File: src/hw/rtl/edd_pkg.sv
// Package for the error diffusion dither block: widths, reset values, codes
// and the structs passed between its modules. No dependencies.
package edd_pkg;

    localparam int MAX_WIDTH  = 2048;
    localparam int COL_W      = $clog2(MAX_WIDTH);
    localparam int LEVEL_W    = 8;
    localparam int THR_W      = 8;
    localparam int LWIDTH_W   = 12;
    localparam int ERR_W      = 14;
    localparam int WORK_W     = 12;
    localparam int SUM_W      = 16;
    localparam int CFG_ADDR_W = 2;
    localparam int CFG_DATA_W = 12;
    localparam int CMP_W      = (LWIDTH_W > COL_W + 1) ? LWIDTH_W : COL_W + 1;

    // 255.0 in unsigned 8.4
    localparam logic [WORK_W-1:0] FULL_SCALE = WORK_W'(4080);

    localparam logic [THR_W-1:0]    THRESHOLD_RST  = THR_W'(100);
    localparam logic [LWIDTH_W-1:0] LINE_WIDTH_RST = LWIDTH_W'(640);

    typedef enum logic [CFG_ADDR_W-1:0] {
        CFG_THRESHOLD = 2'd0,
        CFG_KERNEL    = 2'd1,
        CFG_WIDTH     = 2'd2
    } t_cfg_reg;

    typedef enum logic {
        KERNEL_FS = 1'b0,
        KERNEL_SL = 1'b1
    } t_kernel;

    typedef struct packed {
        logic [THR_W-1:0]    threshold;
        t_kernel             kernel;
        logic [LWIDTH_W-1:0] line_width;
    } t_cfg;

    // Pixel as it leaves the scan stage, with its position resolved
    typedef struct packed {
        logic [LEVEL_W-1:0] level;
        logic               frame_start;
        logic               first_row;
        logic               at_left;
        logic               at_right;
        logic [COL_W-1:0]   col;
    } t_scan_item;

    typedef struct packed {
        logic                    valid;
        logic [COL_W-1:0]        addr;
        logic signed [ERR_W-1:0] data;
    } t_wr_req;

endpackage

File: src/hw/rtl/edd_if.sv


interface edd_cfg_if;
    import edd_pkg::*;
    logic                  valid;
    logic                  ready;
    logic [CFG_ADDR_W-1:0] addr;
    logic [CFG_DATA_W-1:0] wdata;

    modport source (output valid, addr, wdata, input ready);
    modport sink   (input valid, addr, wdata, output ready);
endinterface

File: src/hw/rtl/edd_cfg.sv
// Configuration register file of the dither block: threshold, kernel select
// and line width. Depends on edd_pkg and edd_if.
module edd_cfg (
    input  logic           i_clk,
    input  logic           i_rst_n,
    edd_cfg_if.sink        i_cfg,
    output edd_pkg::t_cfg  o_cfg
);
    import edd_pkg::*;

    t_cfg r_cfg;

    assign i_cfg.ready = 1'b1;

    always_ff @(posedge i_clk) begin
        if (!i_rst_n) begin
            r_cfg.threshold  <= THRESHOLD_RST;
            r_cfg.kernel     <= KERNEL_FS;
            r_cfg.line_width <= LINE_WIDTH_RST;
        end else if (i_cfg.valid) begin
            unique case (t_cfg_reg'(i_cfg.addr))
                CFG_THRESHOLD: r_cfg.threshold  <= i_cfg.wdata[THR_W-1:0];
                CFG_KERNEL:    r_cfg.kernel     <= t_kernel'(i_cfg.wdata[0]);
                CFG_WIDTH:     r_cfg.line_width <= i_cfg.wdata[LWIDTH_W-1:0];
                default: ;  // unmapped index: drop
            endcase
        end
    end

    assign o_cfg = r_cfg;

endmodule

File: src/flat_wrapper.sv
// flat-port wrapper written by rule: the top's interface ports become plain ports
module edd_cfg_flat import edd_pkg::*;
  (i_clk, i_rst_n, o_cfg, i_cfg_valid, i_cfg_addr, i_cfg_wdata, i_cfg_ready);
  edd_cfg_if i_cfg_i ();
  input  logic i_clk;
  input  logic i_rst_n;
  output edd_pkg::t_cfg o_cfg;
  input wire logic [$bits(i_cfg_i.valid)-1:0] i_cfg_valid;
  input wire logic [$bits(i_cfg_i.addr)-1:0] i_cfg_addr;
  input wire logic [$bits(i_cfg_i.wdata)-1:0] i_cfg_wdata;
  output wire logic [$bits(i_cfg_i.ready)-1:0] i_cfg_ready;
  assign i_cfg_i.valid = i_cfg_valid;
  assign i_cfg_i.addr = i_cfg_addr;
  assign i_cfg_i.wdata = i_cfg_wdata;
  assign i_cfg_ready = i_cfg_i.ready;
  edd_cfg u_core (.i_clk(i_clk), .i_rst_n(i_rst_n), .i_cfg(i_cfg_i), .o_cfg(o_cfg));
endmodule
File: config.mk
export PLATFORM = sky130hd
export DESIGN_NAME = edd_cfg_flat
export DESIGN_NICKNAME = d
export VERILOG_FILES = /design/src/hw/rtl/edd_pkg.sv /design/src/hw/rtl/edd_if.sv /design/src/hw/rtl/edd_cfg.sv /design/src/flat_wrapper.sv
export SDC_FILE = /design/constraint.sdc
export NUM_CORES = 1
export LEC_CHECK = 0
export BUFFER_PORTS_ARGS = -buffer_cell sky130_fd_sc_hd__buf_2
export CAP_MARGIN = 30
export CORE_MARGIN = 4
export CORE_UTILIZATION = 45
export CTS_BUF_LIST = sky130_fd_sc_hd__clkbuf_16
export CTS_CLUSTER_SIZE = 28
export DETAILED_ROUTE_END_ITERATION = 12
export PLACE_DENSITY = 0.87
export SYNTH_ARGS = -nofsm -noshare
export SYNTH_HDL_FRONTEND = slang
export SYNTH_SLANG_ARGS = --single-unit
File: constraint.sdc
create_clock -name i_clk -period 0.9 [get_ports i_clk]
set_input_delay 0.18 -clock i_clk [delete_from_list [all_inputs] [get_ports i_clk]]
set_output_delay 0.18 -clock i_clk [all_outputs]
set_load 0.005 [all_outputs]
==> results.tsv <==
metric	value	unit
placementRows	15	
place.port_buffers	37	
worst-endpoint-arrival	0.69	ns
vdd_ir_drop_max	1600	µV
combPwrFrac	11.2	%
detailedRoute.firstIterationViolations	10	
pin_count_of_the_biggest_net_entering_global_routing	32	
timing.critical_path.fanout_max	2	
wl	2110	µm
crit_path_top_delay_cell	sky130_fd_sc_hd__dfxtp_2	
drt-vias-per-instance	4.85	
die-area	2730	µm²
postSynthRegisterBits	21	
path_delay_family	flip-flops	
hpwl	1530	µm
grt_pass1_wl	3450	µm
status	completed	
p_sw_share	20.5	%
post-cts-setup-buffer-count	0	
wl_per_cell	13.3	µm
antennaDiodeCount	0	
chipHeight	52.3	µm
dp_cells	155	
clock_power_share	42.1	%
worstSkewPairLatency	0.25	ns
drive_gt1_share	48.5	%
setup.worst_path.end_class	output pin	
whs	0.171	ns
syn_area	882	µm²
timing_hold_violations_final	0	
netlist_instances	90	
netlist.top_cell.by_area	sky130_fd_sc_hd__dfxtp_1	
cts_root_buffer	sky130_fd_sc_hd__clkbuf_16	
post-route-worst-setup-slack	0.0272	ns
pre_cts_slack	-0.0809	ns
power.net_switching	0.436	mW
setup.worst_path.start	u_core.o_cfg[7]	
total_power	2.12	mW
criticalPathCategory	reg2out	
mostFrequentLayoutCell	sky130_fd_sc_hd__buf_2	
synthesis.area_per_instance	9.80	µm²
reg2reg_from	u_core.o_cfg[7]	
slew_viol_final	0	
cp_cell_sequence	buf_2	
gpl.final_weighted_congestion	0.669	
starting_utilization_of_the_core_area	49.5	%
pwr-share-seq	46.7	%
post-route-drc-count	0	
final_cells	159	
yosys_warnings	0	
maxcap_viol_count	0	
layout_common_cells	sky130_fd_sc_hd__buf_2, sky130_fd_sc_hd__nand2_1, sky130_fd_sc_hd__mux2i_1	
setup.worst_path.start_class	register	
crit_buf_inv	1	
area_growth_syn_to_layout	39.0	%
finalInstanceArea	1230	µm²
grtUsageTotal	17.1	%
grt_overflow	0	
min_period_over_period	97.0	%
critical-path-max-stage-delay	0.34	ns
power_leakage	0.598	nW
fin_setup_tns	0	ns
worst_hold_startpoint	i_cfg_wdata[11]	
tritoncts.num_buffers	3	
power_dens_cells	1730	nW/µm²
drt_first_pass_iters	4	
min_period	0.873	ns
vias	771	
tritoncts	done	
hold_path.class	in2reg	
antenna_found_initial	0	
clk_path_buf_depth	2	
seq_area_frac_synth	47.7	%
largest_register_ffs	21	
h-tree-depth	1	
dpl-instance-area	1130	µm²
cts_num_sinks	21	
synth_cell_types	17	
max_clock_freq	1150	MHz
finish.net_count	152	
setup_viol_count_final	0	
die_w	52.3	µm
final_util	68.8	%
final_antenna_net_count	0	
vias_in_the_first_global_route	787	
cell_internal_pwr	1.69	mW
netlist_top_cells_area	sky130_fd_sc_hd__dfxtp_1, sky130_fd_sc_hd__mux2i_1, sky130_fd_sc_hd__nand2_1, sky130_fd_sc_hd__nand4bb_1, sky130_fd_sc_hd__o211ai_2	
synth_top_cell_area_share	47.7	%
fin_worst_skew	0	ns
floorplan.core_area	1780	µm²
reg2reg_slack	0.25	ns
syn-num-nets	107	
ioPinCount	39	
worst-endpoint-required	0.72	ns
cts.reportedPaths.clkPinSlew	0.06	ns
[logic make-up (layout without fill, tap and decap cells)]
group                  Yosys count  after routing  synth area share, %
and+or+nand+nor                 35             35                 20.0
DFF                             21             21                 47.7
muxes                           16             16                 18.2
buffers and inverters           12             56                 8.37
AOI/OAI and AO/OA                5              5                 5.39
other                            1              1                0.425
[path summary, 6_finish.rpt]
check                     end  cells past startpoint
max                  o_cfg[7]                      1
min          u_core.o_cfg[11]                      3
max reg2reg   u_core.o_cfg[7]                      2
min reg2reg  u_core.o_cfg[14]                      2
[synthesized netlist by cell type (all sizes together)]
library cell and instances:
o211ai 5, inv 5, nor3b 1, clkbuf 3, and3b 1, nand2 27
nand3b 1, buf 4, dfxtp 21, conb 1, nand4bb 3, mux2i 16
nand4b 2
[what timing repair did]
action / 4_1_cts / 5_1_grt
gates resized for setup: 1 / 12
hold buffers: 0 / 0
endpoints found under the setup margin: 1 / 12
gates cloned: 0 / 0
pin swaps: 0 / 0
[cell type report]
type	count	area (µm²)
inverters	5	18.8
multi-input cells	57	388
well taps	25	31.3
fillers	135	557
repair buffers	47	273
clock buffers	3	75.1
flip-flops and latches	21	437
clock inverters	1	3.75
[power by group through the flow]
stage                     Combinational [mW]  Sequential, mW  Clock (mW)
after floorplan                        0.111            1.01           0
after global placement                 0.227            1.00           0
after detailed placement               0.236            1.00           0
after CTS                              0.240           0.986       0.910
after global routing                   0.263           0.994       0.968
final                                  0.238           0.990       0.894
[per-layer routing]
| metal | routed length, µm | GRT usage, % | vias up |
|---|---|---|---|
| li1 | - | - | 387 |
| met1 | 843 | 18.8 | 355 |
| met3 | 124 | 4.27 | 4 |
| met4 | 36 | 5.53 | 0 |
| met5 | 0 | 0 | - |
| met2 | 1110 | 31.8 | 25 |
[tightest hold or removal path: cells and delay by family]
family | cells | cell delay (ns)
buffers and inverters | 1 | 0.10
and+or+nand+nor | 1 | 0.05
muxes | 1 | 0.05
(Power assumes the default switching activity.)
