==> src/hw/rtl/edd_ram.sv <==
// Generic single-write, single-read RAM with registered read data.
// Read returns the contents before a same-cycle write. No dependencies.
module edd_ram #(
    parameter int WIDTH = 8,
    parameter int DEPTH = 16
) (
    input  logic                     i_clk,
    input  logic                     i_wr_en,
    input  logic [$clog2(DEPTH)-1:0] i_wr_addr,
    input  logic [WIDTH-1:0]         i_wr_data,
    input  logic [$clog2(DEPTH)-1:0] i_rd_addr,
    output logic [WIDTH-1:0]         o_rd_data
);

    logic [WIDTH-1:0] r_mem [DEPTH];
    logic [WIDTH-1:0] r_rd_data;

    always_ff @(posedge i_clk) begin
        if (i_wr_en) begin
            r_mem[i_wr_addr] <= i_wr_data;
        end
        r_rd_data <= r_mem[i_rd_addr];
    end

    assign o_rd_data = r_rd_data;

endmodule

==> config.mk <==
export PLATFORM = sky130hd
export DESIGN_NAME = edd_ram
export DESIGN_NICKNAME = d
export VERILOG_FILES = /design/src/hw/rtl/edd_ram.sv
export SDC_FILE = /design/constraint.sdc
export NUM_CORES = 1
export LEC_CHECK = 0
export BUFFER_PORTS_ARGS = -buffer_cell sky130_fd_sc_hd__buf_2
export CAP_MARGIN = 0
export CORE_MARGIN = 4
export CORE_UTILIZATION = 43
export CTS_BUF_LIST = sky130_fd_sc_hd__clkbuf_16
export CTS_CLUSTER_DIAMETER = 80
export DETAILED_ROUTE_END_ITERATION = 8
export PLACE_DENSITY = 0.6
export SLEW_MARGIN = 20
export SYNTH_ARGS = -nofsm -noshare
export SYNTH_HDL_FRONTEND = slang
export SYNTH_SLANG_ARGS = --single-unit
==> constraint.sdc <==
create_clock -name i_clk -period 1.65 [get_ports i_clk]
set_input_delay 0.0825 -clock i_clk [delete_from_list [all_inputs] [get_ports i_clk]]
set_output_delay 0.0825 -clock i_clk [all_outputs]
set_load 0.1 [all_outputs]
==> flow_metrics.env, run 1 <==
export IMPL_cts_hold_buf=0
export IMPL_hp_class="in2reg"
export IMPL_cts_buffers=17
export IMPL_r2r_cells=3
export IMPL_min_path_cells=1
export IMPL_synth_ff_type="edfxtp_1"
export IMPL_seq_area_frac_synth=0.778
export IMPL_synth_net_count=247
export IMPL_die_w_um=117
export IMPL_firstDrtPassIters=4
export IMPL_drtIter0Drc=117
export IMPL_run_status="finished clean"
export IMPL_synth_top_area_cell="edfxtp_1"
export IMPL_hold_viol=0
export IMPL_crit_type="reg2reg"
export IMPL_timing_final_crit_share=0.824
export IMPL_post_cts_setup_buffers=0
export IMPL_seq_power_share=0.482
export IMPL_grt_pass1_wl_mm=15.2
export IMPL_diodes=0
export IMPL_cts_sinks=136
export IMPL_setup_violations=0
export IMPL_gr_total_overflow=0
export IMPL_cts_tree="yes"
export IMPL_worstPathArrival_ns=1.65
export IMPL_row_count=39
export IMPL_cts_max_level=4
export IMPL_routabilityCongestion=0.703
export IMPL_layout_cells_non_filler=443
export IMPL_rsz0062_at_grt="false"
export IMPL_post_synth_top_area_fraction=0.747
export IMPL_die_area_um2=13800
export IMPL_relSlewSlack=0.675
export IMPL_clk_latency_ns=0.41
export IMPL_r2r_start="r_mem[5][3]"
export IMPL_post_route_cell_area_um2=6160
export IMPL_dpl_hpwl_mm=6.14
export IMPL_port_buffers=25
export IMPL_syn2layout_area_growth_pct=19.7
export IMPL_design_portCount=26
export IMPL_cts_root_buf="clkbuf_16"
export IMPL_place_inst=411
export IMPL_synthCells=229
export IMPL_hold_end="r_mem[12][7]"
export IMPL_required_ns=1.94
export IMPL_vias=2435
export IMPL_track_usage=0.149
export IMPL_initial_core_util=0.445
export IMPL_yosysMostFrequentCell="edfxtp_1"
export IMPL_timing_rr_end="o_rd_data[3]"
export IMPL_peakVddDrop_v=0.000640
export IMPL_fin_crit_ns=1.36
export IMPL_syn_area_per_cell_um2=22.5
export IMPL_hold_start="i_wr_data[7]"
export IMPL_synth_area_um2=5150
export IMPL_post_place_ws_ns=0.141
export IMPL_cap_violations=0
export IMPL_max_freq_ghz=0.735
export IMPL_final_nets=305
export IMPL_power_switching_mw=1.81
export IMPL_grt_max_degree=33
export IMPL_cpPeakStageDelay_ns=0.54
export IMPL_clock_path_buffers=2
export IMPL_cts_resized=0
export IMPL_whs_ns=0.0574
export IMPL_drc=0
export IMPL_synth_edff_count=128
export IMPL_dpl_instance_area_um2=5580
export IMPL_crit_slowest_cell="mux4_1"
export IMPL_viasPerCell=5.50
export IMPL_end_kind="flip-flop"
export IMPL_clkPwrFrac=0.452
export IMPL_fin_setup_tns_ns=0
export IMPL_intPower_mw=6.25
export IMPL_cp_start_kind="flip-flop"
export IMPL_core_area_um2=11600
export IMPL_r2r_setup_slack_ns=0.29
export IMPL_worst_slack_ns=0.290
export IMPL_die_h_um=117
export IMPL_yosys_cell_types_count=19
export IMPL_grt_pass1_vias=2592
export IMPL_crit_chain="mux4_1, a22oi_1, nand2_1"
export IMPL_drt_total_wl_mm=9.56
export IMPL_clk_pin_slew_worst_paths_ns=0.06
export IMPL_crit_fanout=1
export IMPL_synthArstFlopShare=0
export IMPL_p_comb_frac=0.066
export IMPL_synthTopCellsByArea="edfxtp_1 (75%), mux4_2 (7.9%), mux4_1 (7.1%)"
export IMPL_ys_warn_count=0
export IMPL_tightest_slew_ns=0.491
export IMPL_power_density_nw_per_um2=1310
export IMPL_drv_slew=0
export IMPL_drive_gt1_frac=0.330
export IMPL_wl_per_cell_um=21.6
export IMPL_netlist_top_cells_count="edfxtp_1 (128), mux4_2 (18), a22oi_1 (16)"
export IMPL_synth_seq_cells=136
export IMPL_antenna_found_initial=0
export IMPL_antenna_left=0
export IMPL_swShare=0.225
export IMPL_fin_skew_ns=0.00528
export IMPL_p_leak_nw=2.10
==> final cells by class <==
type / instances / area [µm²]
fill: 893 / 5410
sequential: 136 / 4000
multi-input combinational: 83 / 1060
clock buffer: 17 / 425
timing repair buffer: 49 / 343
tap: 143 / 179
clock inverter: 15 / 151
==> sequential cells by signal, summed over array words and instances (netlist names) <==
signal,cells
r_mem,128
o_rd_data,8
==> how the worst max path moves through the flow <==
stage                 startpoint      endpoint  slack, ns
floorplan           i_wr_addr[2]   r_mem[0][0]       0.07
global placement    i_rd_addr[0]  o_rd_data[3]       0.16
detailed placement  i_rd_addr[0]  o_rd_data[5]       0.14
CTS                  r_mem[5][3]  o_rd_data[3]       0.28
global route         r_mem[1][5]  o_rd_data[5]       0.24
finish               r_mem[5][3]  o_rd_data[3]       0.29
==> power groups by stage <==
stage	clock [mW]	combinational, mW	sequential, mW
2_1_floorplan	0	0.196	4.12
3_3_place_gp	0	0.525	3.95
3_5_place_dp	0	0.534	3.96
4_1_cts	3.70	0.536	3.89
5_1_grt	3.88	0.562	3.89
6_report	3.64	0.529	3.88
==> metal layers <==
metal  up-vias  track usage  part of all wire
met4         0       0.0638             0.019
met1      1277        0.204              0.47
met3        17       0.0395             0.037
met5         -            0                 0
li1       1094            -                 -
met2        47        0.229              0.47
==> critical path: cells and delay by family, from the launching register on <==
| family | cells | cell delay, ns |
|---|---|---|
| compound gates | 1 | 0.24 |
| simple gates | 1 | 0.10 |
| flops | 1 | 0.36 |
| mux | 1 | 0.54 |
==> kinds of logic after synthesis <==
logic type	Yosys count	synth area share
AOI/OAI and AO/OA	16	0.0233
buffers and inverters	10	0.0168
DFF	136	0.778
muxes	32	0.150
and+or+nand+nor	35	0.0318
==> cells in the final DEF, fill, tap and decap left out <==
master      count
a22oi_1        16
and2_1          1
and2b_1         1
buf_12          3
buf_2          25
buf_4          21
bufinv_16       2
clkbuf_16      17
clkinv_1        1
clkinv_2        3
clkinv_4        1
clkinvlp_4      5
dfxtp_1         8
edfxtp_1      128
inv_6           3
mux4_1         14
mux4_2         18
nand2_1         9
nand2b_1        2
nand3_1         1
nand3b_1        2
nor2_1         13
nor2b_1         1
nor3_1          4
or3b_2          1
==> through the flow <==
step | power (mW) | util
after floorplan | 4.32 | -
after global placement | 4.48 | 0.483
after detailed placement | 4.49 | 0.483
after CTS | 8.12 | 0.533
after global routing | 8.33 | 0.533
final | 8.06 | 0.533
Note: power is estimated with default switching activity, not from simulation.
==> run 2, diff against run 1 <==
--- a/config.mk
+++ b/config.mk
@@ -12,7 +12,7 @@
 export CTS_BUF_LIST = sky130_fd_sc_hd__clkbuf_16
 export CTS_CLUSTER_DIAMETER = 80
 export DETAILED_ROUTE_END_ITERATION = 8
-export PLACE_DENSITY = 0.6
+export PLACE_DENSITY = 0.57
 export SLEW_MARGIN = 20
 export SYNTH_ARGS = -nofsm -noshare
 export SYNTH_HDL_FRONTEND = slang
==> constraint.sdc (replaced) <==
create_clock -name i_clk -period 1.31 [get_ports i_clk]
set_input_delay 0.0655 -clock i_clk [delete_from_list [all_inputs] [get_ports i_clk]]
set_output_delay 0.0655 -clock i_clk [all_outputs]
set_load 0.1 [all_outputs]
==> flow_metrics.env, run 2 (synthesis gave the netlist of run 1 again) <==
export IMPL_grt_pass1_wl_mm=15.0
export IMPL_routed_wl_met2_mm=5.08
export IMPL_whs_ns=0.0463
export IMPL_drt_total_wl_mm=9.77
export IMPL_antenna_left=0
export IMPL_port_buffers=25
export IMPL_num_fill_cells=893
export IMPL_timing_rr_end="o_rd_data[1]"
export IMPL_drive_gt1_frac=0.360
export IMPL_critical_path_buf_inv_count=0
export IMPL_initial_core_util=0.445
export IMPL_hp_class="in2reg"
export IMPL_design_portCount=26
export IMPL_gr_total_overflow=0
export IMPL_place_inst=412
export IMPL_top_layer_used="met5"
export IMPL_core_area_um2=11600
export IMPL_crit_fanout=1
export IMPL_peakVddDrop_v=0.00105
export IMPL_diodes=0
export IMPL_post_route_cell_area_um2=6160
export IMPL_vias=2385
export IMPL_layout_cells_non_filler=443
export IMPL_required_ns=1.60
export IMPL_r2r_start="r_mem[1][1]"
export IMPL_track_usage=0.151
export IMPL_fin_skew_ns=0.00727
export IMPL_grt_pass1_vias=2516
export IMPL_cts_sinks=136
export IMPL_routabilityCongestion=0.725
export IMPL_hold_viol=0
export IMPL_setup_violations=0
export IMPL_drv_slew=0
export IMPL_timing_final_crit_share=0.966
export IMPL_regMostFlops="r_mem"
export IMPL_cp_start_kind="flip-flop"
export IMPL_viasPerCell=5.38
export IMPL_total_power_mw=9.91
export IMPL_r2r_cells=3
export IMPL_row_count=39
export IMPL_p_leak_nw=2.10
export IMPL_rsz0062_at_grt="true"
export IMPL_firstDrtPassIters=4
export IMPL_path_delay_family="multiplexers"
export IMPL_hold_end="r_mem[12][1]"
export IMPL_end_kind="flip-flop"
export IMPL_relSlewSlack=0.357
export IMPL_min_path_cells=1
export IMPL_crit_slowest_cell="mux4_1"
export IMPL_largest_register_ffs=128
export IMPL_layout_commonest_cell="edfxtp_1"
export IMPL_cts_max_level=4
export IMPL_clock_path_buffers=2
export IMPL_die_w_um=117
export IMPL_crit_type="reg2reg"
export IMPL_dpl_instance_area_um2=5600
export IMPL_r2r_setup_slack_ns=0.04
export IMPL_syn2layout_area_growth_pct=19.7
export IMPL_cts_buffers=17
export IMPL_dpl_hpwl_mm=6.45
export IMPL_cts_root_buf="clkbuf_16"
export IMPL_antenna_found_initial=2
export IMPL_wl_per_cell_um=22.1
export IMPL_run_status="finished clean"
export IMPL_clk_pin_slew_worst_paths_ns=0.05
export IMPL_drtIter0Drc=141
export IMPL_hold_start="i_wr_data[1]"
export IMPL_die_h_um=117
export IMPL_cpPeakStageDelay_ns=0.52
export IMPL_crit_chain="mux4_1, a22oi_2, nand2_1"
export IMPL_drc=0
export IMPL_tightest_slew_ns=0.960
export IMPL_fin_crit_ns=1.27
export IMPL_grt_max_degree=22
export IMPL_cts_tree="yes"
export IMPL_power_density_nw_per_um2=1610
export IMPL_worstPathArrival_ns=1.56
export IMPL_post_cts_setup_buffers=0
export IMPL_clk_latency_ns=0.41
export IMPL_final_nets=306
export IMPL_wl_met1_mm=4.12
export IMPL_max_freq_ghz=0.790
export IMPL_cap_violations=0
export IMPL_fin_setup_tns_ns=0
export IMPL_die_area_um2=13800
export IMPL_dr_wl_met3_um=419
export IMPL_layout_common_cells="edfxtp_1 (128), buf_2 (24), mux4_2 (22), buf_4 (22), clkbuf_16 (17)"
-- run 2: through the flow --
stage	utilization	setup slack [ns]
floorplan	-	-0.0216
global placement	0.484	-0.196
detailed placement	0.484	-0.196
CTS	0.533	0.000734
global route	0.533	-0.00568
finish	0.533	0.0446
-- run 2: how the worst max path moves through the flow --
stage	cells past startpoint	from	end	slack, ns
global placement	5	i_rd_addr[0]	o_rd_data[5]	-0.20
global route	3	r_mem[2][0]	o_rd_data[0]	-0.006
CTS	3	r_mem[1][3]	o_rd_data[3]	0.0007
detailed placement	5	i_rd_addr[0]	o_rd_data[5]	-0.20
floorplan	2	i_wr_addr[2]	r_mem[3][0]	-0.02
finish	3	r_mem[1][1]	o_rd_data[1]	0.04
-- run 2: power breakdown --
group	switching, mW	total, mW	internal (mW)
Sequential	0.0316	4.90	4.87
Clock	1.59	4.32	2.73
Combinational	0.466	0.687	0.221
-- run 2: final cells by class --
cell class / count / area, µm² / share of cell area
clock buffers: 17 / 425 / 0.0690
clock inverters: 14 / 118 / 0.0191
multi-input cells: 83 / 1080 / 0.176
flip-flops and latches: 136 / 4000 / 0.650
well taps: 143 / 179 / 0.0290
repair buffers: 50 / 353 / 0.0573
-- run 2: worst register-to-register path: stages (launching register included) --
cell      delay (ns)
edfxtp_1        0.34
mux4_1          0.52
a22oi_2         0.23
nand2_1         0.07
-- run 2: layer usage --
layer  GRT usage  vias up
li1            -     1088
met1       0.188     1233
met2       0.242       48
met3      0.0582       12
met4      0.0528        4
met5           0        -
-- run 2: repair_timing --
action,4_1_cts,5_1_grt
endpoints found under the setup margin,4,8
pin swaps,1,5
hold buffers,0,0
gates resized for setup,4,8
hold endpoints to repair,0,0
