==> src/hw/rtl/edd_pkg.sv <==
// Package for the error diffusion dither block: widths, reset values, codes
// and the structs passed between its modules. No dependencies.
package edd_pkg;

    localparam int MAX_WIDTH  = 2048;
    localparam int COL_W      = $clog2(MAX_WIDTH);
    localparam int LEVEL_W    = 8;
    localparam int THR_W      = 8;
    localparam int LWIDTH_W   = 12;
    localparam int ERR_W      = 14;
    localparam int WORK_W     = 12;
    localparam int SUM_W      = 16;
    localparam int CFG_ADDR_W = 2;
    localparam int CFG_DATA_W = 12;
    localparam int CMP_W      = (LWIDTH_W > COL_W + 1) ? LWIDTH_W : COL_W + 1;

    // 255.0 in unsigned 8.4
    localparam logic [WORK_W-1:0] FULL_SCALE = WORK_W'(4080);

    localparam logic [THR_W-1:0]    THRESHOLD_RST  = THR_W'(100);
    localparam logic [LWIDTH_W-1:0] LINE_WIDTH_RST = LWIDTH_W'(640);

    typedef enum logic [CFG_ADDR_W-1:0] {
        CFG_THRESHOLD = 2'd0,
        CFG_KERNEL    = 2'd1,
        CFG_WIDTH     = 2'd2
    } t_cfg_reg;

    typedef enum logic {
        KERNEL_FS = 1'b0,
        KERNEL_SL = 1'b1
    } t_kernel;

    typedef struct packed {
        logic [THR_W-1:0]    threshold;
        t_kernel             kernel;
        logic [LWIDTH_W-1:0] line_width;
    } t_cfg;

    // Pixel as it leaves the scan stage, with its position resolved
    typedef struct packed {
        logic [LEVEL_W-1:0] level;
        logic               frame_start;
        logic               first_row;
        logic               at_left;
        logic               at_right;
        logic [COL_W-1:0]   col;
    } t_scan_item;

    typedef struct packed {
        logic                    valid;
        logic [COL_W-1:0]        addr;
        logic signed [ERR_W-1:0] data;
    } t_wr_req;

endpackage

==> src/hw/rtl/edd_if.sv <==
// Handshake interfaces of the error diffusion dither block: pixel input,
// dithered bit output and configuration writes. Depends on edd_pkg.
interface edd_pix_if;
    import edd_pkg::*;
    logic               valid;
    logic               ready;
    logic [LEVEL_W-1:0] pixel_level;
    logic               frame_start;

    modport source (output valid, pixel_level, frame_start, input ready);
    modport sink   (input valid, pixel_level, frame_start, output ready);
endinterface


==> src/hw/rtl/edd_scan.sv <==
// Input stage of the dither block: raster position tracking, line store read
// address and the input register. Depends on edd_pkg and edd_if.
module edd_scan (
    input  logic                     i_clk,
    input  logic                     i_rst_n,
    edd_pix_if.sink                  i_pix,
    input  logic [edd_pkg::LWIDTH_W-1:0] i_line_width,
    input  logic                     i_advance,
    output edd_pkg::t_scan_item      o_item,
    output logic                     o_item_valid,
    output logic [edd_pkg::COL_W-1:0] o_rd_addr
);
    import edd_pkg::*;

    logic [COL_W-1:0] r_col;
    logic             r_first;
    t_scan_item       r_item;
    logic             r_item_valid;

    logic [CMP_W-1:0] eff_width;
    logic [COL_W-1:0] cur_x;
    logic             cur_left;
    logic             cur_right;
    logic             cur_first;
    logic             accept;

    // Width 0 acts as 1, anything past the line store acts as its depth
    always_comb begin
        if (i_line_width == '0) begin
            eff_width = CMP_W'(1);
        end else if (CMP_W'(i_line_width) > CMP_W'(MAX_WIDTH)) begin
            eff_width = CMP_W'(MAX_WIDTH);
        end else begin
            eff_width = CMP_W'(i_line_width);
        end
    end

    assign cur_x     = i_pix.frame_start ? '0 : r_col;
    assign cur_left  = (cur_x == '0);
    assign cur_right = (CMP_W'(cur_x) + CMP_W'(1)) >= eff_width;
    assign cur_first = i_pix.frame_start | r_first;

    assign i_pix.ready = !r_item_valid | i_advance;
    assign accept      = i_pix.valid & i_pix.ready;

    always_ff @(posedge i_clk) begin
        if (!i_rst_n) begin
            r_col        <= '0;
            r_first      <= 1'b1;
            r_item_valid <= 1'b0;
        end else if (accept) begin
            r_col        <= cur_right ? '0 : COL_W'(cur_x + 1'b1);
            r_first      <= cur_right ? 1'b0 : cur_first;
            r_item_valid <= 1'b1;
        end else if (i_advance) begin
            r_item_valid <= 1'b0;
        end
    end

    always_ff @(posedge i_clk) begin
        if (accept) begin
            r_item.level       <= i_pix.pixel_level;
            r_item.frame_start <= i_pix.frame_start;
            r_item.first_row   <= cur_first;
            r_item.at_left     <= cur_left;
            r_item.at_right    <= cur_right;
            r_item.col         <= cur_x;
        end
    end

    // Re-read the held pixel's entry while stalled, else fetch the new one
    assign o_rd_addr    = (r_item_valid && !i_advance) ? r_item.col : cur_x;
    assign o_item       = r_item;
    assign o_item_valid = r_item_valid;

endmodule

==> src/flat_wrapper.sv <==
// flat-port wrapper written by rule: the top's interface ports become plain ports
module edd_scan_flat import edd_pkg::*;
  (i_clk, i_rst_n, i_line_width, i_advance, o_item, o_item_valid, o_rd_addr, i_pix_valid, i_pix_pixel_level, i_pix_frame_start, i_pix_ready);
  edd_pix_if i_pix_i ();
  input  logic i_clk;
  input  logic i_rst_n;
  input  logic [edd_pkg::LWIDTH_W-1:0] i_line_width;
  input  logic i_advance;
  output edd_pkg::t_scan_item o_item;
  output logic o_item_valid;
  output logic [edd_pkg::COL_W-1:0] o_rd_addr;
  input wire logic [$bits(i_pix_i.valid)-1:0] i_pix_valid;
  input wire logic [$bits(i_pix_i.pixel_level)-1:0] i_pix_pixel_level;
  input wire logic [$bits(i_pix_i.frame_start)-1:0] i_pix_frame_start;
  output wire logic [$bits(i_pix_i.ready)-1:0] i_pix_ready;
  assign i_pix_i.valid = i_pix_valid;
  assign i_pix_i.pixel_level = i_pix_pixel_level;
  assign i_pix_i.frame_start = i_pix_frame_start;
  assign i_pix_ready = i_pix_i.ready;
  edd_scan u_core (.i_clk(i_clk), .i_rst_n(i_rst_n), .i_pix(i_pix_i), .i_line_width(i_line_width), .i_advance(i_advance), .o_item(o_item), .o_item_valid(o_item_valid), .o_rd_addr(o_rd_addr));
endmodule
==> config.mk <==
export PLATFORM = sky130hd
export DESIGN_NAME = edd_scan_flat
export DESIGN_NICKNAME = d
export VERILOG_FILES = /design/src/hw/rtl/edd_pkg.sv /design/src/hw/rtl/edd_if.sv /design/src/hw/rtl/edd_scan.sv /design/src/flat_wrapper.sv
export SDC_FILE = /design/constraint.sdc
export NUM_CORES = 1
export LEC_CHECK = 0
export BUFFER_PORTS_ARGS = -buffer_cell sky130_fd_sc_hd__buf_2
export CAP_MARGIN = 10
export CORE_UTILIZATION = 51
export CTS_CLUSTER_SIZE = 40
export DETAILED_ROUTE_END_ITERATION = 10
export GPL_TIMING_DRIVEN = 0
export PLACE_DENSITY = 0.84
export SYNTH_ARGS = -nofsm -noshare
export SYNTH_HDL_FRONTEND = slang
export SYNTH_SLANG_ARGS = --single-unit
==> constraint.sdc <==
create_clock -name i_clk -period 3.59 [get_ports i_clk]
set_input_delay 0.5385 -clock i_clk [delete_from_list [all_inputs] [get_ports i_clk]]
set_output_delay 0.5385 -clock i_clk [all_outputs]
set_load 0.01 [all_outputs]
==> results of run 1 <==
## synthesized netlist by cell type (5+ instances only)
master,count
a22o_1,10
dfxtp_1,13
edfxtp_1,23
ha_1,14
nand2_1,44
nor2_1,5
xnor2_1,5
## area by class of cell
cell class / instances / area, sq um
clock inverters: 2 / 33.8
flip-flops and latches: 36 / 951
clock buffers: 6 / 82.6
fillers: 292 / 1230
multi-input cells: 134 / 938
repair buffers: 60 / 300
well taps: 48 / 60.1
inverters: 5 / 18.8
plain buffers: 8 / 50.0
## power by group
| group | switching (mW) | internal, mW |
|---|---|---|
| clock | 0.137 | 0.223 |
| combinational | 0.0573 | 0.0393 |
| sequential | 0.00541 | 0.458 |
| total | 0.199 | 0.720 |
## logic make-up (layout without fill, tap and decap cells)
group	count (synthesis)	after routing	share of synthesized area [%]
buffers and inverters	13	81	3.52
AND/OR/NAND/NOR	85	85	24.1
adder cells (fa/ha/maj)	14	14	8.96
XOR/XNOR	9	9	5.18
flip-flops	36	36	48.6
AO/OA/AOI/OAI	26	26	9.60
## state kept, by name, indices dropped and copies added, names as in the netlist
signal and flops:
u_core.o_item 23, u_core.o_item_valid 1, u_core.r_first 1, u_core.r_col 11
## worst max-delay path, cell delays in order
cell and delay, ns:
buf_2 0.15, buf_4 0.19, nand2b_1 0.20, inv_2 0.11, ha_2 0.22, nand4_1 0.15
nor3b_4 0.25, and3_1 0.23, xor2_2 0.20, ha_1 0.25, and4_1 0.22, a221oi_2 0.32
and3_1 0.21, buf_4 0.17, a22o_1 0.15
## metal layers
metal | vias to the layer above | GRT usage (%)
met2 | 74 | 34.8
met3 | 11 | 4.64
met5 | - | 0
met1 | 740 | 26.8
li1 | 783 | -
met4 | 0 | 11.9
## cell usage in the layout (no fill, tap or decap), drive strengths merged, types with 2 or more instances in the layout
cell and count:
nand3 4, nor2b 9, edfxtp 23, inv 5, nand2b 2, o21ai 7, nand2 44, and3 5
nor2 5, clkbuf 8, ha 14, and2b 2, buf 66, a22o 10, dfxtp 13, a21oi 4
and4 4, nor4 4, nor3b 2, xnor2 7, nand4 2, xor2 2
## worst max-delay path by stage
stage | start | to | cells after the start
global placement | i_pix_frame_start | u_core.r_col[4] | 15
global route | i_pix_frame_start | u_core.r_col[10] | 15
detailed placement | i_pix_frame_start | u_core.r_col[2] | 15
floorplan | i_pix_frame_start | u_core.r_col[10] | 14
finish | i_pix_frame_start | u_core.r_col[10] | 15
CTS | i_pix_frame_start | u_core.r_col[10] | 15
==> flow_summary.yaml, run 1 <==
critical_path:
  arrival_ns: 3.56
  critPathKind: "in -> reg"
  r2r_slack_ns: 0.56
  cp_max_fo: 10
  required_ns: 3.82
  r2r_cells: 12
  end_kind: "flip-flop"
  cp-start-kind: "input pin"
  rr_startpoint: "u_core.r_col[1]"
  rr_endpoint: "u_core.r_col[10]"
clock_tree:
  path_clk_slew_ns: 0.07
  cts_root_buffer: "clkbuf_8"
  numCtsBuffers: 5
  cts.sinks: 36
  h-tree-depth: 2
  cts_setup_buffers: 0
  clk_latency_ns: 0.28
  cts_buffer_depth: 2
  cts_resized: 0
  cts_tree: "built"
  cts_hold_buffers: 0
yosys:
  syn_avg_cell_area_sq_um: 10.7
  ys_ff_latch: 36
  yosysSeqAreaShare_pct: 48.6
  syn_nets: 222
  synth_ff_type: "edfxtp_1"
  synthTopCellsByArea: "edfxtp_1 35%, dfxtp_1 13%, ha_1 9.0%"
  synthCells: 183
  synth_top_area_share_pct: 35.3
  async_flop_share_pct: 0
  synth_edf_count: 23
  synth_area_leader_cell: "edfxtp_1"
  syn-cell-area_sq_um: 1960
  yosysWarningCount: 0
  synth_cell_types: 44
place:
  dp_cells: 291
  dp_hpwl_mm: 3.14
  gp_congestion: 0.863
  placed_cell_area_sq_um: 2320
  pre_cts_slack_ns: -0.120
  port-buffer-count: 60
grt:
  grt_pass1_vias: 1466
  antenna_found_initial: 0
  grt_pass1_wl_mm: 6.72
  grt_overflow: 0
  grt_max_degree: 26
  track_usage_pct: 21.6
sta:
  fmax_mhz: 300
  holdWs_ns: 0.427
  period_minus_slack_ns: 3.33
  slew_viol_final: 0
  fin_crit_sh_pct: 92.8
  fin_skew_ns: 0.00393
  setup_viol: 0
  slew_headroom_pct: 28.2
  rsz0062_at_grt: "no"
  tightest_slew_ns: 1.08
  fin_setup_tns_ns: 0
  hold_viol: 0
  setup_ws_ns: 0.260
die:
  die_y_um: 63.9
  die_area_sq_um: 4090
  start_util_pct: 53.4
  rows: 22
  ios: 61
  die_x_um: 63.9
  core-area_sq_um: 3660
routing:
  drc_errors: 0
  antenna_left: 0
  wl_met1_mm: 1.81
  wl_met3_um: 234
  routedWlPerCell_um: 14.0
  wl_mm: 4.17
  drt-pass1-iter-count: 4
  routed.top_layer: "met4"
  drt_iter0_drc: 84
  viasPerCell: 5.38
  met2_length_mm: 2.00
  dr_total_vias: 1608
run:
  cap_violations: 0
final_layout:
  instances_no_fill: 299
  final_area_sq_um: 2430
  fin_nets: 289
  layout-drive-gt1-share_pct: 36.3
  syn2layout_area_growth_pct: 24.5
  insertedDiodeCount: 0
  finish.utilization_pct: 66.5
worst_hold_path:
  hold_end: "u_core.o_item[21]"
  whs_path_depth: 1
  hold_path.class: "in -> reg"
  hold_start: "i_pix_pixel_level[6]"
pwr:
  total_power_uw: 920
  leakagePower_nw: 1.15
  vdd_ir_drop_max_v: 0.000152
  power_density_nw_per_um2: 378
run_status:
  status: "complete, no violations"
No activity file was read; power rests on OpenSTA's default activity.
==> run 2, diff against run 1 <==
CORE_UTILIZATION = 50   (was 51)
PLACE_DENSITY = 0.82   (was 0.84)
clock period = 3.7 ns   (was 3.59 ns; I/O delays follow)
==> run 2 against run 1 <==
- die area rose by 1.9%
- final area fell by 1.6%
- sequential power fell by 3%
- non-clock buffer count did not move
- sequential share of layout area rose by 0.63 points
- combinational power fell by 3.6%
- core utilization fell by 2.0 points
- clock power fell by 26%
- global-route usage rose by 0.92 points
- count of clock-buffer cells in the layout rose by 1
- flip-flop and latch count did not move
- critical path type unchanged
- largest cell class unchanged
- highest routed layer unchanged
==> flow_summary.yaml, run 2 (synthesis results as in run 1) <==
sta:
  period_minus_slack_ns: 3.43
  fin_skew_ns: 0.00367
  fin_setup_tns_ns: 0
  fin_crit_sh_pct: 92.7
  slew_viol_final: 0
  holdWs_ns: 0.439
  fmax_mhz: 291
  rsz0062_at_grt: "no"
  setup_viol: 0
  tightest_slew_ns: 1.05
  hold_viol: 0
  slew_headroom_pct: 29.7
routing:
  viasPerCell: 5.27
  wl_mm: 4.19
  drt_iter0_drc: 71
  routedWlPerCell_um: 14.0
  dr_total_vias: 1576
  drt-pass1-iter-count: 4
  drc_errors: 0
  antenna_left: 0
pwr:
  power_density_nw_per_um2: 338
  leakagePower_nw: 1.14
  vdd_ir_drop_max_v: 0.000142
clock_tree:
  h-tree-depth: 2
  cts_root_buffer: "clkbuf_8"
  cts_buffer_depth: 2
  cts_setup_buffers: 0
  cts_hold_buffers: 0
  clk_latency_ns: 0.29
  cts_resized: 0
  cts_tree: "built"
  path_clk_slew_ns: 0.07
  numCtsBuffers: 5
  cts.sinks: 36
final_layout:
  fill_cells: 299
  regArea_sq_um: 951
  largest_reg_flops: 23
  fin_nets: 289
  layout-drive-gt1-share_pct: 34.7
  final_area_sq_um: 2400
  insertedDiodeCount: 0
  instances_no_fill: 299
  final_cell_mix: "61 x buf_2, 44 x nand2_1, 23 x edfxtp_1, 14 x ha_1, 13 x dfxtp_1"
  syn2layout_area_growth_pct: 22.5
  final_common_cell: "buf_2"
  finish.utilization_pct: 64.5
  multiInputGateArea_sq_um: 936
die:
  rows: 22
  start_util_pct: 52.6
  die_x_um: 64.5
  die_area_sq_um: 4170
  core-area_sq_um: 3720
  ios: 61
  die_y_um: 64.5
grt:
  grt_pass1_vias: 1478
  track_usage_pct: 22.6
  grt_max_degree: 26
  antenna_found_initial: 0
  grt_overflow: 0
  grt_pass1_wl_mm: 6.93
place:
  placed_cell_area_sq_um: 2320
  gp_congestion: 0.868
  dp_cells: 291
  dp_hpwl_mm: 3.10
  port-buffer-count: 60
critical_path:
  cp_max_fo: 10
  critPathKind: "in -> reg"
  required_ns: 3.93
  cp-start-kind: "input pin"
  end_kind: "flip-flop"
  arrival_ns: 3.67
worst_hold_path:
  hold_path.class: "in -> reg"
run:
  cap_violations: 0
run_status:
  status: "complete, no violations"
==> run 2: changes by cell type in the layout (fill, tap and decap cells not counted), sizes merged <==
cell and change:
clkbuf +1, bufinv -1
==> run 2: worst max-delay path: stages <==
cell and delay [ns]:
buf_2 0.15, buf_4 0.19, nand2b_1 0.18, inv_1 0.15, ha_1 0.23, nand4_1 0.17, nor3b_4 0.28, and3_1 0.23
xor2_2 0.19, ha_1 0.25, and4_1 0.22, a221oi_2 0.34, and3_1 0.20, buf_4 0.17, a22o_1 0.15
==> run 2: cell type report <==
cell class / instances / area share [%]
sequential: 36 / 39.7
clock inverter: 1 / 0.157
buffer: 8 / 2.09
tap: 48 / 2.51
timing repair buffer: 60 / 12.5
multi-input combinational: 134 / 39.1
inverter: 5 / 0.783
clock buffer: 7 / 3.19
==> run 2: power by group <==
part           total [mW]  leakage [nW]  internal [mW]  switching, mW
sequential          0.450         0.327          0.444        0.00581
clock               0.266        0.0399          0.131          0.135
combinational      0.0930         0.772         0.0381         0.0549
==> run 2: path summary, 6_finish.rpt <==
kind	start	to	slack (ns)	cells after the start
setup / recovery	i_pix_frame_start	u_core.r_col[9]	0.27	15
hold / removal	i_pix_pixel_level[6]	u_core.o_item[21]	0.44	1
setup reg to reg	u_core.r_col[0]	u_core.r_col[9]	0.60	13
hold reg to reg	u_core.r_col[0]	u_core.r_col[0]	0.48	2
==> run 2: metal layers <==
metal | track usage [%] | routed length, um
met1 | 27.5 | 1910
met2 | 35.7 | 1920
met4 | 10.6 | 82
met5 | 0 | 0
met3 | 7.75 | 271
==> run 2: through the flow <==
step | power, mW | worst slack (ns)
2_1_floorplan | 0.509 | 0.573
3_3_place_gp | 0.548 | 0.0255
3_5_place_dp | 0.552 | -0.0107
4_1_cts | 0.816 | 0.287
5_1_grt | 0.848 | 0.0551
6_report | 0.809 | 0.269
