===== src/hw/rtl/edd_pkg.sv =====
// Package for the error diffusion dither block: widths, reset values, codes
// and the structs passed between its modules. No dependencies.
package edd_pkg;

    localparam int MAX_WIDTH  = 2048;
    localparam int COL_W      = $clog2(MAX_WIDTH);
    localparam int LEVEL_W    = 8;
    localparam int THR_W      = 8;
    localparam int LWIDTH_W   = 12;
    localparam int ERR_W      = 14;
    localparam int WORK_W     = 12;
    localparam int SUM_W      = 16;
    localparam int CFG_ADDR_W = 2;
    localparam int CFG_DATA_W = 12;
    localparam int CMP_W      = (LWIDTH_W > COL_W + 1) ? LWIDTH_W : COL_W + 1;

    // 255.0 in unsigned 8.4
    localparam logic [WORK_W-1:0] FULL_SCALE = WORK_W'(4080);

    localparam logic [THR_W-1:0]    THRESHOLD_RST  = THR_W'(100);
    localparam logic [LWIDTH_W-1:0] LINE_WIDTH_RST = LWIDTH_W'(640);

    typedef enum logic [CFG_ADDR_W-1:0] {
        CFG_THRESHOLD = 2'd0,
        CFG_KERNEL    = 2'd1,
        CFG_WIDTH     = 2'd2
    } t_cfg_reg;

    typedef enum logic {
        KERNEL_FS = 1'b0,
        KERNEL_SL = 1'b1
    } t_kernel;

    typedef struct packed {
        logic [THR_W-1:0]    threshold;
        t_kernel             kernel;
        logic [LWIDTH_W-1:0] line_width;
    } t_cfg;

    // Pixel as it leaves the scan stage, with its position resolved
    typedef struct packed {
        logic [LEVEL_W-1:0] level;
        logic               frame_start;
        logic               first_row;
        logic               at_left;
        logic               at_right;
        logic [COL_W-1:0]   col;
    } t_scan_item;

    typedef struct packed {
        logic                    valid;
        logic [COL_W-1:0]        addr;
        logic signed [ERR_W-1:0] data;
    } t_wr_req;

endpackage


===== src/hw/rtl/edd_if.sv =====


interface edd_dith_if;
    logic valid;
    logic ready;
    logic is_white;

    modport source (output valid, is_white, input ready);
    modport sink   (input valid, is_white, output ready);
endinterface



===== src/hw/rtl/edd_quant.sv =====
// Quantize-and-diffuse stage of the dither block: working value, threshold,
// error spread, line store write-back and the output register.
// Depends on edd_pkg and edd_if.
module edd_quant (
    input  logic                          i_clk,
    input  logic                          i_rst_n,
    input  edd_pkg::t_cfg                 i_cfg,
    input  edd_pkg::t_scan_item           i_item,
    input  logic                          i_item_valid,
    input  logic [edd_pkg::ERR_W-1:0]     i_rd_data,
    output logic                          o_advance,
    output edd_pkg::t_wr_req              o_wr,
    edd_dith_if.source                    o_dith
);
    import edd_pkg::*;

    // (e * num) >> sh with truncation toward zero
    function automatic logic signed [ERR_W-1:0] spread(
        input logic signed [ERR_W-1:0] e,
        input logic [2:0]              num,
        input logic [2:0]              sh
    );
        logic [ERR_W-1:0] mag;
        logic [14:0]      prod;
        logic [ERR_W-1:0] part;
        mag  = e[ERR_W-1] ? ERR_W'(-e) : ERR_W'(e);
        prod = 15'(mag[WORK_W-1:0]) * 15'(num);
        part = ERR_W'(prod >> sh);
        return e[ERR_W-1] ? -$signed(part) : $signed(part);
    endfunction

    logic signed [ERR_W-1:0] r_rc;
    logic signed [ERR_W-1:0] r_bp0;
    logic signed [ERR_W-1:0] r_bp1;
    t_wr_req                 r_ovl;   // row-end entry not yet in the RAM
    t_wr_req                 r_prev;  // RAM write of the previous cycle
    logic                    r_out_valid;
    logic                    r_out_white;

    logic                    commit;
    logic signed [ERR_W-1:0] rc, bp0, bp1, store_val, ram_val;
    logic signed [SUM_W-1:0] w_sum;
    logic [WORK_W-1:0]       w_clamp;
    logic                    white;
    logic signed [ERR_W-1:0] err;
    logic signed [ERR_W-1:0] e_right, e_bl, e_b, e_br;
    logic signed [ERR_W-1:0] nbp0, nbp1;
    t_wr_req                 left_wr;
    t_wr_req                 wr;

    assign o_advance = !r_out_valid | o_dith.ready;
    assign commit    = i_item_valid & o_advance;

    assign rc  = i_item.frame_start ? '0 : r_rc;
    assign bp0 = i_item.frame_start ? '0 : r_bp0;
    assign bp1 = i_item.frame_start ? '0 : r_bp1;

    // Newest copy of the entry wins: row-end hold, then last write, then RAM
    always_comb begin
        if (r_ovl.valid && r_ovl.addr == i_item.col) begin
            ram_val = r_ovl.data;
        end else if (r_prev.valid && r_prev.addr == i_item.col) begin
            ram_val = r_prev.data;
        end else begin
            ram_val = $signed(i_rd_data);
        end
    end
    assign store_val = i_item.first_row ? '0 : ram_val;

    always_comb begin
        w_sum = $signed({{(SUM_W-LEVEL_W-4){1'b0}}, i_item.level, 4'b0000})
              + SUM_W'(rc) + SUM_W'(store_val);
        if (w_sum < 0) begin
            w_clamp = '0;
        end else if (w_sum > $signed(SUM_W'(FULL_SCALE))) begin
            w_clamp = FULL_SCALE;
        end else begin
            w_clamp = w_sum[WORK_W-1:0];
        end
    end

    assign white = w_clamp > {i_cfg.threshold, 4'b0000};
    assign err   = white ? $signed(ERR_W'(w_clamp)) - $signed(ERR_W'(FULL_SCALE))
                         : $signed(ERR_W'(w_clamp));

    always_comb begin
        case (i_cfg.kernel)
            KERNEL_SL: begin
                e_right = spread(err, 3'd2, 3'd2);
                e_bl    = spread(err, 3'd1, 3'd2);
                e_b     = spread(err, 3'd1, 3'd2);
                e_br    = '0;
            end
            default: begin
                e_right = spread(err, 3'd7, 3'd4);
                e_bl    = spread(err, 3'd3, 3'd4);
                e_b     = spread(err, 3'd5, 3'd4);
                e_br    = spread(err, 3'd1, 3'd4);
            end
        endcase
        // Drop spreads that leave the row
        if (i_item.at_left) begin
            e_bl = '0;
        end
        if (i_item.at_right) begin
            e_right = '0;
            e_br    = '0;
        end
    end

    assign nbp0 = bp0 + e_bl;
    assign nbp1 = bp1 + e_b;

    assign left_wr.valid = commit & !i_item.at_left;
    assign left_wr.addr  = COL_W'(i_item.col - 1'b1);
    assign left_wr.data  = nbp0;

    // Left write owns the port; otherwise flush the held row-end entry
    always_comb begin
        if (left_wr.valid) begin
            wr = left_wr;
        end else begin
            wr = r_ovl;
        end
    end
    assign o_wr = wr;

    always_ff @(posedge i_clk) begin
        r_prev.addr <= wr.addr;
        r_prev.data <= wr.data;
        if (commit && i_item.at_right) begin
            r_ovl.addr <= i_item.col;
            r_ovl.data <= nbp1;
        end
        if (!i_rst_n) begin
            r_rc        <= '0;
            r_bp0       <= '0;
            r_bp1       <= '0;
            r_ovl.valid <= 1'b0;
            r_prev.valid <= 1'b0;
            r_out_valid <= 1'b0;
        end else begin
            r_prev.valid <= wr.valid;
            if (commit && i_item.at_right) begin
                r_ovl.valid <= 1'b1;
            end else if (!left_wr.valid) begin
                r_ovl.valid <= 1'b0;
            end
            if (commit) begin
                if (i_item.at_right) begin
                    r_rc  <= '0;
                    r_bp0 <= '0;
                    r_bp1 <= '0;
                end else begin
                    r_rc  <= e_right;
                    r_bp0 <= nbp1;
                    r_bp1 <= e_br;
                end
                r_out_valid <= 1'b1;
            end else if (o_dith.ready) begin
                r_out_valid <= 1'b0;
            end
        end
    end

    always_ff @(posedge i_clk) begin
        if (commit) begin
            r_out_white <= white;
        end
    end

    assign o_dith.valid    = r_out_valid;
    assign o_dith.is_white = r_out_white;

endmodule


===== src/flat_wrapper.sv =====
// flat-port wrapper written by rule: the top's interface ports become plain ports
module edd_quant_flat import edd_pkg::*;
  (i_clk, i_rst_n, i_cfg, i_item, i_item_valid, i_rd_data, o_advance, o_wr, o_dith_valid, o_dith_is_white, o_dith_ready);
  edd_dith_if o_dith_i ();
  input  logic i_clk;
  input  logic i_rst_n;
  input  edd_pkg::t_cfg i_cfg;
  input  edd_pkg::t_scan_item i_item;
  input  logic i_item_valid;
  input  logic [edd_pkg::ERR_W-1:0] i_rd_data;
  output logic o_advance;
  output edd_pkg::t_wr_req o_wr;
  output wire logic [$bits(o_dith_i.valid)-1:0] o_dith_valid;
  output wire logic [$bits(o_dith_i.is_white)-1:0] o_dith_is_white;
  input wire logic [$bits(o_dith_i.ready)-1:0] o_dith_ready;
  assign o_dith_valid = o_dith_i.valid;
  assign o_dith_is_white = o_dith_i.is_white;
  assign o_dith_i.ready = o_dith_ready;
  edd_quant u_core (.i_clk(i_clk), .i_rst_n(i_rst_n), .i_cfg(i_cfg), .i_item(i_item), .i_item_valid(i_item_valid), .i_rd_data(i_rd_data), .o_advance(o_advance), .o_wr(o_wr), .o_dith(o_dith_i));
endmodule

===== config.mk =====
export PLATFORM = sky130hd
export DESIGN_NAME = edd_quant_flat
export DESIGN_NICKNAME = d
export VERILOG_FILES = /design/src/hw/rtl/edd_pkg.sv /design/src/hw/rtl/edd_if.sv /design/src/hw/rtl/edd_quant.sv /design/src/flat_wrapper.sv
export SDC_FILE = /design/constraint.sdc
export NUM_CORES = 1
export LEC_CHECK = 0
export ABC_CLOCK_PERIOD_IN_PS = 42300
export BUFFER_PORTS_ARGS = -buffer_cell sky130_fd_sc_hd__buf_4
export CAP_MARGIN = 20
export CORE_UTILIZATION = 55
export DETAILED_ROUTE_END_ITERATION = 12
export PLACE_DENSITY = 0.74
export SYNTH_ARGS = -nofsm -noshare
export SYNTH_HDL_FRONTEND = slang
export SYNTH_SLANG_ARGS = --single-unit

===== constraint.sdc =====
create_clock -name i_clk -period 42.3 [get_ports i_clk]
set_clock_uncertainty 0.05 [all_clocks]
set_input_delay 10.575 -clock i_clk [delete_from_list [all_inputs] [get_ports i_clk]]
set_output_delay 10.575 -clock i_clk [all_outputs]
set_load 0.03 [all_outputs]

==> results of run 1 <==
[registers in the layout, summed over array words and instances, names as in the netlist]
register and flops:
u_core.r_ovl 26, u_core.r_prev 26, u_core.r_bp0 14, u_core.r_rc 14, u_core.r_bp1 13, u_core.o_dith.is_white 1, u_core.o_dith.valid 1
[layout by cell type (no fill, tap or decap), types with 10 or more instances in the layout]
master / synthesis / routed
nor2_1: 128 / 126
a21oi_1: 116 / 116
xnor2_1: 116 / 115
nand2_1: 111 / 111
ha_1: 98 / 98
buf_4: 2 / 93
nor2b_1: 80 / 80
inv_1: 73 / 73
dfxtp_1: 69 / 69
o21ai_0: 50 / 50
xor2_1: 35 / 35
a21o_1: 28 / 28
edfxtp_1: 26 / 26
nor3_1: 26 / 24
a22oi_1: 22 / 22
nand3_1: 18 / 18
mux2i_1: 18 / 18
o21bai_1: 18 / 18
fa_1: 18 / 18
nand2b_1: 17 / 17
and2_1: 15 / 15
a211oi_1: 15 / 15
a31oi_1: 15 / 15
nand4_1: 14 / 14
and3_1: 12 / 12
o31ai_1: 10 / 10
[path summary, 6_finish.rpt]
check	to	slack [ns]	cells after the start	startpoint
max	o_wr[13]	7.87	56	i_item[7]
min	u_core.r_rc[9]$_SDFFE_PN0P_	0.41	2	u_core.r_rc[9]$_SDFFE_PN0P_
max reg2reg	u_core.r_prev[13]$_DFF_P_	28.93	53	u_core.r_ovl[17]$_DFFE_PP_
min reg2reg	u_core.r_rc[9]$_SDFFE_PN0P_	0.41	2	u_core.r_rc[9]$_SDFFE_PN0P_
[per-layer routing]
layer  GRT usage  up-vias  share of wire
met2       0.482      355           0.45
li1            -     4984              -
met1       0.393     4734           0.44
met4       0.118        0          0.037
met3      0.0476       80          0.066
met5           0        -              0
[worst max-delay path, delay by kind of cell]
family	cells	cell delay, ns
xor gates and xnor gates	4	0.88
AOI/OAI and AO/OA	30	7.24
muxes	1	0.23
and+or+nand+nor	8	1.09
adders and majority gates	6	2.26
buffers and inverters	7	1.46
[through the flow]
step / instances / util / setup WS [ns] / hold WS [ns] / area, um^2
finish: 1693 / 0.618 / 7.87 / 0.412 / 12100
global route: 1693 / 0.618 / 6.91 / 0.437 / 12100
CTS: 1693 / 0.618 / 7.98 / 0.412 / 12100
detailed placement: 1677 / 0.603 / 8.03 / 0.403 / 11800
global placement: 1677 / 0.603 / 8.25 / 0.398 / 11800
floorplan: 1381 / - / 9.02 / 0.389 / 11000
[cells by family after synthesis]
kind of cell,count (synthesis)
compound gates,386
mux,20
xor+xnor,158
buf+inv,142
fa+ha+maj,117
flops,95
simple gates,463
[cell type report]
cell class              instances  area (um^2)  share of cell area
clock buffers                  11          253              0.0210
clock inverters                 5         38.8             0.00322
inverters                      80          305              0.0253
multi-input cells            1144         8270               0.686
flip-flops and latches         95         2160               0.179
well taps                     265          332              0.0275
repair buffers                 93          698              0.0579
==> results.toml, run 1 <==
[status]
status = "finished clean"

[yosys]
synth-edff-count = 26
avgSynthCellArea_um2 = 7.95
syn_area_um2 = 11000
synth_cell_types = 98
yosys.area.top_type = "dfxtp_1"
yosys.area_share.simple = 0.211
yosys_warnings = 0
ys.flop_type = "dfxtp_1"
synthMuxAreaShare = 0.0185
synth_xor_area_frac = 0.132
synth_adder_area_share = 0.145
synth_top_area_frac = 0.126
synth_top_family_by_area = "compound AO/OA/AOI/OAI gates"
syn-num-nets = 1559
yosysSeqAreaShare = 0.197
synth_most_common_cell = "nor2_1"
netlist_instances = 1381
synth_commonest_cells = "nor2_1 (128), a21oi_1 (116), xnor2_1 (116)"
ys_ff_latch = 95
synth-compound-area-share = 0.245
synthArstFlopShare = 0
synth.area.top_cells = "dfxtp_1 (13%), ha_1 (11%), xnor2_1 (9.3%), edfxtp_1 (7.1%), a21oi_1 (5.3%)"

[worst_setup_path]
cpPeakStageDelay_ns = 0.78
cp-end-kind = "output pin"
critPathKind = "in -> out"
worstPathRequired_ns = 31.67
startpoint_type = "primary input"
cp_max_fo = 43
worstPathArrival_ns = 23.80
cp_slowest_cell = "a2111oi_0"
crit_top_cell = "a21oi_1"

[drt]
viasPerCell = 6.00
drt-total-wl_um = 30200
firstDrtPassIters = 6
drtAntennaViolNets = 0
drc = 0
vias = 10153
wl_per_cell_um = 17.8
drt-initial-drc-count = 846

[sta]
rsz0062_at_grt = "false"
tightest_slew_ns = 0.997
finalHoldViolations = 0
finalCritPeriodShare = 0.814
slew_headroom = 0.333
period_needed_ns = 34.43
fmax_mhz = 29.0
finalSetupTns_ns = 0
finalSetupViolCount = 0
slew_violations = 0

[global_route]
grt_max_degree = 49
grt_first_pass_wirelength_um = 47300
antenna_found_initial = 0
grt-ovfl-total = 0
gr-usage-all-layers = 0.297
grt_pass1_vias = 9389

[clock_network]
cts_setup_buffers = 0
root_buffer = "clkbuf_16"
cts_tree = "yes"
holdBufCountCts = 0
cts.clk_slew.worst_paths_ns = 0.07
clock_latency_ns = 0.35
htree_num_levels = 3
clockBufferDepth = 2
cts_sinks = 95
post_cts_resized = 0
cts_made_buffers = 9

[cells_and_area]
n_fill_cell = 1803
antennaDiodeCount = 0
drive_above_1_share = 0.118
nNetsFinal = 1601
syn_to_final_growth_pct = 9.86

[placed_design]
finalWeightedCongestion = 1.01
hpwl_um = 23500
numPortBuffers = 78

[floorplan]
rows = 51
initial_core_util = 0.562
design.die.area_um2 = 20500
coreArea_um2 = 19500
die_y_um = 143
ios = 91
fp.dieW_um = 143

[min_path]
hold_path_class = "reg -> reg"

[flow_run]
maxCapViolations = 0
Power of run 1 is not shown: default switching activity piles up to over one toggle a cycle in this logic, so the estimate is an artifact.
==> run 2: changes to the inputs <==
Settings changed: ABC_CLOCK_PERIOD_IN_PS 42300 to 28400, PLACE_DENSITY 0.74 to 0.77.
Clock period 42.3 ns to 28.4 ns, I/O delays scaled along.
==> run 2 against run 1 <==
  * Worst setup slack worse by 6.9 ns
  * Clock-buffer cell count stayed put
  * Die area stayed put
  * Final area rose by 0.11%
  * Flip-flop and latch count stayed put
  * Critical path type unchanged
  * Critical path depth is 5 lower
  * Global-route usage decreased by 0.062 points
  * Via count decreased by 0.79%
  * Non-clock buffer count is 2 higher
  * Register-to-register slack lost 14 ns
  * Hold slack better by 0.012 ns
  * First-iteration DRC count down 18%
  * Highest routed layer unchanged
==> results.toml, run 2 (synthesized netlist as in run 1, its figures left out) <==
[placed_design]
numPortBuffers = 78
hpwl_um = 23700
finalWeightedCongestion = 0.923

[clock_network]
cts_tree = "yes"
cts_setup_buffers = 0
htree_num_levels = 3
post_cts_resized = 0
clockBufferDepth = 2
holdBufCountCts = 0
root_buffer = "clkbuf_16"
cts_sinks = 95
cts.clk_slew.worst_paths_ns = 0.06
clock_latency_ns = 0.34
cts_made_buffers = 9

[cells_and_area]
drive_above_1_share = 0.119
layout_common_cells = "nor2_1 (126), a21oi_1 (116), xnor2_1 (115)"
antennaDiodeCount = 0
reg_top3 = "u_core.r_ovl: 26 flops, u_core.r_prev: 26 flops"
layout_commonest_cell = "nor2_1"
nNetsFinal = 1603
syn_to_final_growth_pct = 9.98

[floorplan]
fp.dieW_um = 143
coreArea_um2 = 19500
rows = 51
design.die.area_um2 = 20500
die_y_um = 143
initial_core_util = 0.562
ios = 91

[global_route]
grt_max_degree = 49
antenna_found_initial = 0
grt-ovfl-total = 0
grt_pass1_vias = 9397
gr-usage-all-layers = 0.296
grt_first_pass_wirelength_um = 47500

[min_path]
worstHoldStart = "u_core.r_rc[9]$_SDFFE_PN0P_"
hold_path_class = "reg -> reg"

[flow_run]
maxCapViolations = 0

[drt]
wl_per_cell_um = 17.8
firstDrtPassIters = 5
viasPerCell = 5.94
drt-total-wl_um = 30100
vias = 10073
drtAntennaViolNets = 0
drt-initial-drc-count = 690
drc = 0

[sta]
finalSetupViolCount = 0
slew_headroom = 0.257
rsz0062_at_grt = "false"
tightest_slew_ns = 1.09
fmax_mhz = 36.4
slew_violations = 0
finalHoldViolations = 0
finalCritPeriodShare = 0.966
finalSetupTns_ns = 0
period_needed_ns = 27.44

[worst_setup_path]
cp-startpoint = "i_item[3]"
rr_startpoint = "u_core.r_ovl[17]$_DFFE_PP_"
worstPathArrival_ns = 20.29
startpoint_type = "primary input"
critPathKind = "in -> out"
cp_slowest_cell = "a2111oi_0"
cp-end-kind = "output pin"
crit_top_cell = "a21oi_1"
cp_max_fo = 16
cpPeakStageDelay_ns = 0.84
worstPathRequired_ns = 21.25

[status]
status = "finished clean"
[run 2: path summary, 6_finish.rpt]
kind	to	slack [ns]	cells past startpoint
max	o_wr[13]	0.96	51
min	u_core.r_rc[9]$_SDFFE_PN0P_	0.42	2
max reg2reg	u_core.r_prev[13]$_DFF_P_	14.97	49
min reg2reg	u_core.r_rc[9]$_SDFFE_PN0P_	0.42	2
[run 2: worst max-delay path: cells and delay by family]
| family | cells | cell delay (ns) |
|---|---|---|
| and+or+nand+nor | 9 | 2.11 |
| buffers and inverters | 5 | 0.99 |
| adders and majority gates | 6 | 2.29 |
| xor gates and xnor gates | 4 | 0.87 |
| AOI/OAI and AO/OA | 27 | 6.88 |
[run 2: cell type report]
cell class | count | area [um^2]
fill | 1736 | 7450
sequential | 95 | 2160
clock inverter | 5 | 36.3
tap | 265 | 332
multi-input combinational | 1144 | 8270
clock buffer | 11 | 254
timing repair buffer | 95 | 713
inverter | 80 | 305
[run 2: routing by layer]
layer,vias up,global-route usage,wire (um)
met5,-,0,0
met4,0,0.105,901
met3,52,0.0443,2110
met2,332,0.484,13300
met1,4699,0.396,13800
li1,4990,-,-
[run 2: stage by stage]
step | setup WS, ns | hold WS, ns | instances | cell area (um^2) | utilization
2_1_floorplan | 2.07 | 0.389 | 1381 | 11000 | -
6_report | 0.960 | 0.424 | 1695 | 12100 | 0.618
5_1_grt | 0.0732 | 0.434 | 1695 | 12100 | 0.618
4_1_cts | 1.12 | 0.418 | 1695 | 12100 | 0.618
3_3_place_gp | 1.40 | 0.399 | 1679 | 11800 | 0.603
3_5_place_dp | 1.15 | 0.409 | 1679 | 11800 | 0.603
Power of run 2 is left out for the same reason.
